==> src/rtl/core/crs_pkg.sv <==
package crs_pkg;

   localparam int RESERVOIR_W = 14;
   localparam int HELD_W      = 4;
   localparam int COUNT_W     = 8;
   localparam int CODE_W      = 7;
   localparam int SAMPLE_W    = 7;
   localparam int WIDTH_W     = 3;
   localparam int MIN_PASSWORD = 16;

   typedef enum logic [1:0] {
      MODE_DIGITS   = 2'd0,
      MODE_LOWER    = 2'd1,
      MODE_ALNUM    = 2'd2,
      MODE_SPECIALS = 2'd3
   } crs_mode_type;

   localparam logic CSR_MODE   = 1'b0;
   localparam logic CSR_LENGTH = 1'b1;

   // Specials in alphabet order; the last two slots are never selected.
   localparam logic [CODE_W-1:0] SPECIAL_CHARS [16] = '{
      7'd33, 7'd64, 7'd35, 7'd36, 7'd37, 7'd94, 7'd38, 7'd42,
      7'd40, 7'd41, 7'd45, 7'd95, 7'd61, 7'd43, 7'd0,  7'd0
   };

   typedef struct packed {
      logic [CODE_W-1:0] char_code;
      logic              password_last;
      logic              run_last;
   } crs_result_type;

   typedef struct packed {
      crs_result_type             res0;
      crs_result_type             res1;
      logic [1:0]                 num;
      logic [RESERVOIR_W-1:0]     reservoir;
      logic [HELD_W-1:0]          held;
      logic [COUNT_W-1:0]         chars;
      logic                       ended;
   } crs_draw_type;

   function automatic logic [WIDTH_W-1:0] mode_width(input crs_mode_type mode);
      logic [WIDTH_W-1:0] w;
      case (mode)
         MODE_DIGITS: w = 3'd4;
         MODE_LOWER:  w = 3'd5;
         MODE_ALNUM:  w = 3'd6;
         default:     w = 3'd7;
      endcase
      return w;
   endfunction

   function automatic logic [SAMPLE_W-1:0] mode_universe(input crs_mode_type mode);
      logic [SAMPLE_W-1:0] u;
      case (mode)
         MODE_DIGITS: u = 7'd10;
         MODE_LOWER:  u = 7'd26;
         MODE_ALNUM:  u = 7'd62;
         default:     u = 7'd76;
      endcase
      return u;
   endfunction

   // Sets are laid out digits, lowercase, uppercase, specials.
   function automatic logic [CODE_W-1:0] map_symbol(input crs_mode_type mode,
                                                    input logic [SAMPLE_W-1:0] s);
      logic [CODE_W-1:0] c;
      logic [SAMPLE_W-1:0] t;
      t = s - 7'd62;
      case (mode)
         MODE_DIGITS: c = 7'd48 + s;
         MODE_LOWER:  c = 7'd97 + s;
         default: begin
            if (s < 7'd10)      c = 7'd48 + s;
            else if (s < 7'd36) c = 7'd87 + s;
            else if (s < 7'd62) c = 7'd29 + s;
            else                c = SPECIAL_CHARS[t[3:0]];
         end
      endcase
      return c;
   endfunction

endpackage

==> src/rtl/core/charset_rejection_sampler_unit.sv <==
// Password character generator by rejection sampling. Each random byte taken on
// the req channel is appended, least significant bit first, to a small bit
// reservoir; samples of the width the selected alphabet needs (4, 5, 6 or 7
// bits for digits, lowercase, alphanumeric, alphanumeric plus 14 specials) are
// drawn from it, out-of-range samples are dropped, and accepted samples come
// out on the rsp channel as ASCII codes, zero, one or two per byte. tlast marks
// the character that completes a password of csr length (clamped to 16 and
// MAX_PASSWORD); the reservoir is emptied at that point. tuser marks the last
// character produced from a byte. A byte is held in an input register and
// processed by combinational logic into a two-entry result buffer; the rsp
// side drains one transaction per cycle while rsp_tready is high. A held byte
// is processed once the buffer is empty or its last entry leaves, so bytes
// giving at most one character pass one per cycle while rsp_tready is high.
// Configuration may be written only while no byte is in flight and all results have been taken.
module charset_rejection_sampler_unit #(
   parameter int MAX_PASSWORD = 128
) (
   input  logic       clock,
   input  logic       reset,
   input  logic       req_tvalid,
   output logic       req_tready,
   input  logic [7:0] req_tdata,   // [7:0] rand_byte
   output logic       rsp_tvalid,
   input  logic       rsp_tready,
   output logic [7:0] rsp_tdata,   // [6:0] char_code, [7] zero
   output logic       rsp_tlast,   // password_last
   output logic       rsp_tuser,   // [0] run_last
   input  logic       csr_we,
   input  logic       csr_addr,
   input  logic [7:0] csr_wdata
);
   import crs_pkg::*;

   // Configuration registers.
   crs_mode_type mode_ff;
   logic [7:0]   length_ff;

   // Input holding register.
   logic       in_valid_ff, in_valid_in;
   logic [7:0] in_byte_ff, in_byte_in;

   // Sampler state carried from byte to byte.
   logic [RESERVOIR_W-1:0] reservoir_ff, reservoir_in;
   logic [HELD_W-1:0]      held_ff, held_in;
   logic [COUNT_W-1:0]     chars_ff, chars_in;

   // Two-entry result buffer; q0 is the head.
   crs_result_type q0_ff, q0_in;
   crs_result_type q1_ff, q1_in;
   logic [1:0]     q_count_ff, q_count_in;

   crs_draw_type draw;
   logic         req_fire;
   logic         rsp_fire;
   logic         process;

   assign req_fire = req_tvalid && req_tready;
   assign rsp_fire = rsp_tvalid && rsp_tready;

   // The held byte is processed when its results can all be loaded into the
   // buffer: the buffer is empty, or its last entry leaves in this cycle.
   assign process    = in_valid_ff &&
                       (q_count_ff == 2'd0 || (q_count_ff == 2'd1 && rsp_fire));
   assign req_tready = !in_valid_ff || process;

   crs_draw #(
      .MAX_PASSWORD(MAX_PASSWORD)
   ) u_draw (
      .rand_byte       (in_byte_ff),
      .mode            (mode_ff),
      .password_length (length_ff),
      .reservoir       (reservoir_ff),
      .held            (held_ff),
      .chars           (chars_ff),
      .draw            (draw)
   );

   always_comb begin
      in_valid_in  = in_valid_ff;
      in_byte_in   = in_byte_ff;
      reservoir_in = reservoir_ff;
      held_in      = held_ff;
      chars_in     = chars_ff;
      q0_in        = q0_ff;
      q1_in        = q1_ff;
      q_count_in   = q_count_ff;

      if (req_fire) begin
         in_valid_in = 1'b1;
         in_byte_in  = req_tdata;
      end else if (process) begin
         in_valid_in = 1'b0;
      end

      if (process) begin
         reservoir_in = draw.reservoir;
         held_in      = draw.held;
         chars_in     = draw.chars;
         q0_in        = draw.res0;
         q1_in        = draw.res1;
         q_count_in   = draw.num;
      end else if (rsp_fire) begin
         q0_in      = q1_ff;
         q_count_in = q_count_ff - 2'd1;
      end
   end

   always_ff @(posedge clock) begin
      if (reset) begin
         mode_ff      <= MODE_SPECIALS;
         length_ff    <= 8'(MIN_PASSWORD);
         in_valid_ff  <= 1'b0;
         reservoir_ff <= '0;
         held_ff      <= '0;
         chars_ff     <= '0;
         q_count_ff   <= '0;
      end else begin
         if (csr_we) begin
            case (csr_addr)
               CSR_MODE:   mode_ff   <= crs_mode_type'(csr_wdata[1:0]);
               CSR_LENGTH: length_ff <= csr_wdata;
               default: ;
            endcase
         end
         in_valid_ff  <= in_valid_in;
         reservoir_ff <= reservoir_in;
         held_ff      <= held_in;
         chars_ff     <= chars_in;
         q_count_ff   <= q_count_in;
      end
   end

   // Payload registers need no reset.
   always_ff @(posedge clock) begin
      in_byte_ff <= in_byte_in;
      q0_ff      <= q0_in;
      q1_ff      <= q1_in;
   end

   assign rsp_tvalid = (q_count_ff != 2'd0);
   assign rsp_tdata  = {1'b0, q0_ff.char_code};
   assign rsp_tlast  = q0_ff.password_last;
   assign rsp_tuser  = q0_ff.run_last;

   // The result buffer holds at most two characters.
   a_buffer_depth: assert property (@(posedge clock) disable iff (reset)
      q_count_ff != 2'd3)
      else $error("result buffer count out of range");

   // Between bytes at most six bits remain in the reservoir.
   a_held_bound: assert property (@(posedge clock) disable iff (reset)
      held_ff <= 4'd6)
      else $error("reservoir holds more bits than a byte can follow");

   // A completed password restarts the character count.
   a_password_restart: assert property (@(posedge clock) disable iff (reset)
      process && draw.ended |=> chars_ff == '0 && held_ff == '0)
      else $error("state not cleared after password end");

   // A held byte waiting for buffer space is neither lost nor altered.
   a_byte_kept: assert property (@(posedge clock) disable iff (reset)
      in_valid_ff && !process |=> in_valid_ff && $stable(in_byte_ff))
      else $error("pending byte lost or changed");

endmodule

==> src/rtl/core/crs_draw.sv <==
module crs_draw #(
   parameter int MAX_PASSWORD = 128
) (
   input  logic [7:0]                          rand_byte,
   input  crs_pkg::crs_mode_type               mode,
   input  logic [7:0]                          password_length,
   input  logic [crs_pkg::RESERVOIR_W-1:0]     reservoir,
   input  logic [crs_pkg::HELD_W-1:0]          held,
   input  logic [crs_pkg::COUNT_W-1:0]         chars,
   output crs_pkg::crs_draw_type               draw
);
   import crs_pkg::*;

   logic [WIDTH_W-1:0]     k;
   logic [SAMPLE_W-1:0]    kmask;
   logic [SAMPLE_W-1:0]    universe;
   logic [COUNT_W-1:0]     len;
   logic [RESERVOIR_W-1:0] res_w;
   logic [HELD_W-1:0]      held_w;
   logic [COUNT_W-1:0]     chars_w;
   logic [1:0]             n;
   logic                   stop;
   logic [SAMPLE_W-1:0]    sample;
   logic                   done;
   crs_result_type         cur;
   crs_result_type         r0;
   crs_result_type         r1;

   assign k        = mode_width(mode);
   assign kmask    = 7'((8'd1 << k) - 8'd1);
   assign universe = mode_universe(mode);

   always_comb begin
      if (password_length < 8'(MIN_PASSWORD))      len = 8'(MIN_PASSWORD);
      else if (password_length > 8'(MAX_PASSWORD)) len = 8'(MAX_PASSWORD);
      else                                         len = password_length;
   end

   // Held bits never exceed six between bytes, so a whole byte always fits.
   // At most three draws happen per byte (four-bit samples from fourteen bits).
   always_comb begin
      res_w   = reservoir | (14'(rand_byte) << held);
      held_w  = held + 4'd8;
      chars_w = chars;
      n       = 2'd0;
      stop    = 1'b0;
      sample  = '0;
      done    = 1'b0;
      cur     = '0;
      r0      = '0;
      r1      = '0;
      for (int i = 0; i < 3; i++) begin
         if (!stop && held_w >= {1'b0, k} && n != 2'd2) begin
            sample = res_w[SAMPLE_W-1:0] & kmask;
            res_w  = res_w >> k;
            held_w = held_w - {1'b0, k};
            if (sample < universe) begin
               chars_w = chars_w + 8'd1;
               done    = (chars_w >= len) || (chars_w == 8'd0);
               cur.char_code     = map_symbol(mode, sample);
               cur.password_last = done;
               cur.run_last      = 1'b0;
               if (n == 2'd0) r0 = cur;
               else           r1 = cur;
               n = n + 2'd1;
               if (done) begin
                  res_w   = '0;
                  held_w  = '0;
                  chars_w = '0;
                  stop    = 1'b1;
               end
            end
         end
      end
      if (n == 2'd1)      r0.run_last = 1'b1;
      else if (n == 2'd2) r1.run_last = 1'b1;
   end

   assign draw.res0      = r0;
   assign draw.res1      = r1;
   assign draw.num       = n;
   assign draw.reservoir = res_w;
   assign draw.held      = held_w;
   assign draw.chars     = chars_w;
   assign draw.ended     = stop;

endmodule
==> config.mk <==
export PLATFORM = sky130hd
export DESIGN_NAME = charset_rejection_sampler_unit
export DESIGN_NICKNAME = d
export VERILOG_FILES = /design/src/rtl/core/crs_pkg.sv /design/src/rtl/core/charset_rejection_sampler_unit.sv /design/src/rtl/core/crs_draw.sv
export SDC_FILE = /design/constraint.sdc
export NUM_CORES = 1
export LEC_CHECK = 0
export CAP_MARGIN = 10
export CORE_MARGIN = 3
export CORE_UTILIZATION = 50
export CTS_CLUSTER_SIZE = 30
export DETAILED_ROUTE_END_ITERATION = 10
export DONT_BUFFER_PORTS = 1
export MAX_ROUTING_LAYER = met4
export SETUP_SLACK_MARGIN = 0.2
export SYNTH_ARGS = -nofsm -noshare
export SYNTH_HDL_FRONTEND = slang
export SYNTH_SLANG_ARGS = --single-unit
==> constraint.sdc <==
create_clock -name clock -period 12.3 [get_ports clock]
set_clock_uncertainty 0.2 [all_clocks]
set_input_delay 1.845 -clock clock [delete_from_list [all_inputs] [get_ports clock]]
set_output_delay 1.845 -clock clock [all_outputs]
set_load 0.02 [all_outputs]
==> results.py, run 1 <==
metrics = {
    "critical_path": {
        "worstSetupStartpointType": "flop",
        "crit_top_cell": "ha_1",
        "path_class": "reg2reg",
        "critPathMaxFanout": 18,
        "slowest_delay_ns": 0.76,
        "cp-end-kind": "flop",
        "arrival_ns": 10.88,
        "worst-path-buf-inv": 7,
        "critical-path-top-delay-family": "compound AO/OA/AOI/OAI gates",
        "critical_path.slowest_cell": "dfxtp_1",
        "required_ns": 12.32,
    },
    "floorplanning": {
        "io_pins": 34,
        "rows": 51,
        "die_x_um": 149,
        "die_y_um": 149,
        "core_area_sq_um": 19700,
        "start_util_pct": 51.6,
        "dieArea_sq_um": 22100,
    },
    "routing": {
        "drcViolationCount": 0,
        "vias": 10600,
        "met1Wirelength_mm": 15.6,
        "wl_mm": 35.4,
        "via_per_inst": 6.74,
        "postRouteAntennaNets": 0,
        "dr_wl_met3_mm": 2.79,
        "post_drt_wl_per_cell_um": 22.4,
        "top_layer_used": "met4",
        "route.met2.wl_mm": 15.7,
        "drt_iter0_drc": 1102,
        "drtPass1Iterations": 5,
    },
    "yosys": {
        "netlist_area_sq_um": 10200,
        "synth_edf_count": 26,
        "syn-instance-count": 1366,
        "synth_nets": 1494,
        "ys_ff_latch": 65,
        "synth_ff_type": "dfxtp_1",
        "ys.warnings.count": 0,
        "syn_avg_cell_area_sq_um": 7.44,
        "synthTopCellsByArea": "ha_1 (13%), dfxtp_1 (7.7%), edfxtp_1 (7.7%)",
        "synthDistinctLibCells": 108,
        "yosys.area.top_type": "ha_1",
        "synth_seq_area_share_pct": 15.4,
        "yosysTopAreaCellShare_pct": 12.7,
        "synth-async-reset-ratio_pct": 0,
    },
    "cells_and_area": {
        "fin_util_pct": 53.2,
        "areaGrowthSynthToFinish_pct": 3.09,
        "layout_commonest_cell": "nand2_1",
        "final_nets": 1433,
        "final_cell_mix": "nand2_1 (124), nor2_1 (117), a21oi_1 (103), ha_1 (103), o21ai_0 (73)",
        "layout-drive-gt1-share_pct": 7.25,
    },
    "placed_design": {
        "hpwlAfterDp_mm": 26.8,
        "io_buffers": 0,
        "place_ws_ns": 1.60,
        "gp_congestion": 0.989,
    },
    "global_route": {
        "grt_max_degree": 37,
        "track_usage_pct": 32.2,
        "antenna_found_initial": 1,
        "grt_pass1_wl_mm": 54.8,
        "grt-ovfl-total": 0,
        "grt_pass1_vias": 9739,
    },
    "cts": {
        "path_clk_slew_ns": 0.06,
        "cts_tree": "done",
        "numCtsBuffers": 9,
        "cts_sinks": 65,
        "clk_path_buf_depth": 2,
        "cts-htree-levels": 3,
        "postCtsSetupRepairBufs": 0,
        "ctsResizeCount": 0,
        "clk_latency_ns": 0.36,
        "hold_buffers": 0,
        "cts-root-buf": "clkbuf_16",
    },
    "sta": {
        "max_freq_mhz": 92.1,
        "hold-worst-slack_ns": 0.247,
        "setup_tns_ns": 0,
        "hold_viol_final": 0,
        "layout_setup_ws_ns": 1.45,
        "drv_slew": 0,
        "final.min_clock_period_ns": 10.85,
        "finalSetupViolations": 0,
        "slew_headroom_pct": 28.3,
        "tightest_slew_ns": 1.08,
        "fin_crit_sh_pct": 88.2,
        "rsz0062_at_grt": "no",
    },
    "pwr": {
        "power_density_nw_per_um2": 295,
        "max-vdd-ir-drop_mv": 0.149,
        "p_seq_share_pct": 11.6,
        "switching_share_pct": 58.3,
        "pwr-share-comb_pct": 80.7,
        "clockPowerShare_pct": 7.8,
        "p_sw_mw": 1.80,
        "p_int_mw": 1.29,
        "p_leak_nw": 4.14,
    },
    "job": {
        "cap_violations": 0,
    },
    "min_path": {
        "hold_path.class": "reg2reg",
    },
    "outcome": {
        "outcome": "finished clean",
    },
}
## stage by stage
step / power, mW / instance area [sq um] / cells
finish: 3.09 / 10500 / 1576
global route: 3.33 / 10500 / 1576
CTS: 3.04 / 10500 / 1575
detailed placement: 2.79 / 10200 / 1559
global placement: 2.78 / 10200 / 1559
floorplan: 2.20 / 10200 / 1366
## cell type report
type	count	area [sq um]
Multi-Input combinational cell	1136	7910
Fill cell	1922	9240
Sequential cell	65	1560
Tap cell	265	332
Timing Repair Buffer	19	143
Clock buffer	12	236
Inverter	74	279
Clock inverter	4	20.0
Antenna cell	1	2.50
## power by group through the flow
stage / logic (mW) / registers [mW] / clock network [mW]
finish: 2.49 / 0.357 / 0.240
global route: 2.72 / 0.364 / 0.250
CTS: 2.44 / 0.355 / 0.242
detailed placement: 2.43 / 0.359 / 0
global placement: 2.42 / 0.360 / 0
floorplan: 1.88 / 0.321 / 0
## worst register-to-register path: cells and delay by family, from the launching register on
family,cells,cell delay (ns)
adders and majority gates,5,1.53
AOI/OAI and AO/OA,13,3.85
muxes,1,0.37
and+or+nand+nor,15,2.16
DFF,1,0.76
buffers and inverters,7,1.40
xor gates and xnor gates,2,0.45
## kinds of logic after synthesis
family / synth area share [%]
adders and majority gates: 13.3
AOI/OAI and AO/OA: 32.8
DFF: 15.4
muxes: 4.17
xor gates and xnor gates: 4.05
other: 0.0369
buffers and inverters: 6.87
and+or+nand+nor: 23.5
## synth_stat cells (15+ instances only)
master and instances:
a211oi_1 34, a21o_1 20, a21oi_1 103, a22oi_1 16, a31oi_1 23, and2_1 15
and3_1 19, buf_2 20, clkbuf_1 57, dfxtp_1 39, edfxtp_1 26, ha_1 103
inv_1 67, mux2i_1 23, nand2_1 124, nand3_1 54, nor2_1 117, nor3_1 42
o211ai_1 15, o21ai_0 74, o22ai_1 21, xnor2_1 37
## layer usage
metal / track usage [%] / vias up
met5: - / -
met4: 12.0 / 0
met3: 5.73 / 94
met2: 48.7 / 552
met1: 43.3 / 4963
li1: - / 5020
## flip-flops by register name (all words and copies together) (netlist names), 2 cells and up
register	flops
length_ff	8
held_ff	4
chars_ff	8
in_byte_ff	8
reservoir_ff	14
mode_ff	2
rsp_tdata	7
q1_ff	9
q_count_ff	2
## final timing paths
path | cells after the start | startpoint | end | slack, ns
setup / recovery | 43 | held_ff[1] | held_ff[0] | 1.45
hold / removal | 2 | length_ff[0] | length_ff[0] | 0.25
setup reg to reg | 43 | held_ff[1] | held_ff[0] | 1.45
hold reg to reg | 2 | length_ff[0] | length_ff[0] | 0.25
No activity file was read; power rests on OpenSTA's default activity.
==> run 2, diff against run 1 <==
--- a/config.mk
+++ b/config.mk
@@ -6,12 +6,16 @@
 export NUM_CORES = 1
 export LEC_CHECK = 0
 export CAP_MARGIN = 10
+export CELL_PAD_IN_SITES_DETAIL_PLACEMENT = 0
+export CELL_PAD_IN_SITES_GLOBAL_PLACEMENT = 1
 export CORE_MARGIN = 3
 export CORE_UTILIZATION = 50
+export CTS_CLUSTER_DIAMETER = 40
 export CTS_CLUSTER_SIZE = 30
 export DETAILED_ROUTE_END_ITERATION = 10
 export DONT_BUFFER_PORTS = 1
 export MAX_ROUTING_LAYER = met4
+export PLACE_DENSITY_LB_ADDON = 0.1
 export SETUP_SLACK_MARGIN = 0.2
 export SYNTH_ARGS = -nofsm -noshare
 export SYNTH_HDL_FRONTEND = slang
==> run 2 against run 1 <==
Sequential share of layout area is 0.15 points lower. Hold slack hardly changed. Critical endpoint is now reservoir_ff[5]. Cell count about the same. Via count fell by 0.16%. Flip-flop and latch count unchanged. Sequential power barely moved.
==> results.py, run 2 (same netlist as run 1, synthesis figures left out) <==
metrics = {
    "floorplanning": {
        "io_pins": 34,
        "dieArea_sq_um": 22100,
        "core_area_sq_um": 19700,
        "die_x_um": 149,
        "rows": 51,
        "die_y_um": 149,
        "start_util_pct": 51.6,
    },
    "cts": {
        "path_clk_slew_ns": 0.06,
        "clk_path_buf_depth": 2,
        "postCtsSetupRepairBufs": 0,
        "cts-htree-levels": 3,
        "hold_buffers": 0,
        "clk_latency_ns": 0.36,
        "cts-root-buf": "clkbuf_16",
        "ctsResizeCount": 0,
        "cts_tree": "done",
        "numCtsBuffers": 9,
        "cts_sinks": 65,
    },
    "global_route": {
        "antenna_found_initial": 0,
        "grt-ovfl-total": 0,
        "grt_max_degree": 37,
        "grt_pass1_vias": 9842,
        "grt_pass1_wl_mm": 55.6,
        "track_usage_pct": 32.2,
    },
    "min_path": {
        "hold_path.class": "reg2reg",
        "min_from": "length_ff[0]",
        "holdPathStages": 2,
        "holdPathEnd": "length_ff[0]",
    },
    "cells_and_area": {
        "reg_top3": "reservoir_ff: 14 flops, q1_ff: 9 flops",
        "nFillCells": 1926,
        "regMostFlops": "reservoir_ff",
        "final-instance-count-excl-fill": 1575,
        "diodes": 0,
        "final_cell_mix": "nand2_1 (124), nor2_1 (117), a21oi_1 (103), ha_1 (103), o21ai_0 (73)",
        "layout_commonest_cell": "nand2_1",
        "largest_reg_flops": 14,
        "layout-drive-gt1-share_pct": 7.48,
        "final_nets": 1433,
        "areaGrowthSynthToFinish_pct": 4.15,
        "seq_area_sq_um": 1560,
        "multi_input_area_sq_um": 7910,
    },
    "critical_path": {
        "critical_path.slowest_cell": "dfxtp_1",
        "worstSetupStartpointType": "flop",
        "slowest_delay_ns": 0.84,
        "cp-end-kind": "flop",
        "r2r-end": "reservoir_ff[5]",
        "path_class": "reg2reg",
        "reg2reg_slack_ns": 1.45,
        "required_ns": 12.36,
        "r2r_start": "held_ff[1]",
        "critPathMaxFanout": 21,
        "rr_worst_depth": 42,
        "arrival_ns": 10.91,
    },
    "routing": {
        "drtPass1Iterations": 6,
        "via_per_inst": 6.74,
        "post_drt_wl_per_cell_um": 22.1,
        "vias": 10600,
        "wl_mm": 34.8,
        "postRouteAntennaNets": 0,
        "drcViolationCount": 0,
        "drt_iter0_drc": 1067,
    },
    "sta": {
        "hold-worst-slack_ns": 0.247,
        "final.min_clock_period_ns": 10.85,
        "setup_tns_ns": 0,
        "tightest_slew_ns": 1.12,
        "slew_headroom_pct": 24.5,
        "hold_viol_final": 0,
        "finalSetupViolations": 0,
        "max_freq_mhz": 92.2,
        "drv_slew": 0,
        "rsz0062_at_grt": "no",
        "fin_crit_sh_pct": 88.2,
    },
    "placed_design": {
        "place_inst": 1559,
        "io_buffers": 0,
        "gp_congestion": 0.977,
        "hpwlAfterDp_mm": 26.4,
    },
    "pwr": {
        "p_leak_nw": 4.19,
        "power_density_nw_per_um2": 298,
        "finalPower_mw": 3.16,
        "max-vdd-ir-drop_mv": 0.171,
    },
    "job": {
        "cap_violations": 0,
    },
    "outcome": {
        "outcome": "finished clean",
    },
}
[run 2: metrics by stage]
step / worst slack [ns] / utilization [%] / cell area, sq um
final: 1.45 / 53.7 / 10600
after detailed placement: 1.71 / 51.8 / 10200
after floorplan: 3.27 / - / 10200
after CTS: 1.63 / 53.7 / 10600
after global placement: 1.99 / 51.8 / 10200
after global routing: 0.569 / 53.7 / 10600
[run 2: power breakdown]
group          switching (mW)  internal, mW  total (mW)
clock                   0.110         0.219       0.329
sequential             0.0758         0.281       0.356
combinational            1.60         0.870        2.47
[run 2: worst max-delay path, delay by kind of cell (launching register included)]
family                   cells  cell delay [ns]
multiplexers                 1             0.52
AO/OA/AOI/OAI               16             4.11
XOR/XNOR                     2             0.34
flip-flops                   1             0.84
adder cells (fa/ha/maj)      5             1.58
AND/OR/NAND/NOR             12             2.00
buffers and inverters        6             1.10
[run 2: layout make-up]
type | instances | share of cell area [%]
Sequential cell | 65 | 14.7
Clock inverter | 7 | 1.34
Tap cell | 265 | 3.13
Timing Repair Buffer | 19 | 1.35
Clock buffer | 9 | 2.13
Inverter | 74 | 2.64
Multi-Input combinational cell | 1136 | 74.7
[run 2: how the worst max path moves through the flow]
stage / from / to / slack (ns)
after floorplan: mode_ff[0] / rsp_tlast / 3.27
after global placement: held_ff[1] / rsp_tlast / 1.99
after global routing: held_ff[1] / reservoir_ff[5] / 0.57
after CTS: held_ff[1] / reservoir_ff[5] / 1.63
final: held_ff[1] / reservoir_ff[5] / 1.45
after detailed placement: held_ff[1] / reservoir_ff[5] / 1.71
[run 2: routing by layer]
layer  part of all wire, %  up-vias  GRT usage, %
met3                   7.6       74          4.14
met5                     0        -             -
met4                   3.5        0          12.0
met2                    45      506          49.2
li1                      -     5015             -
met1                    44     5017          43.7
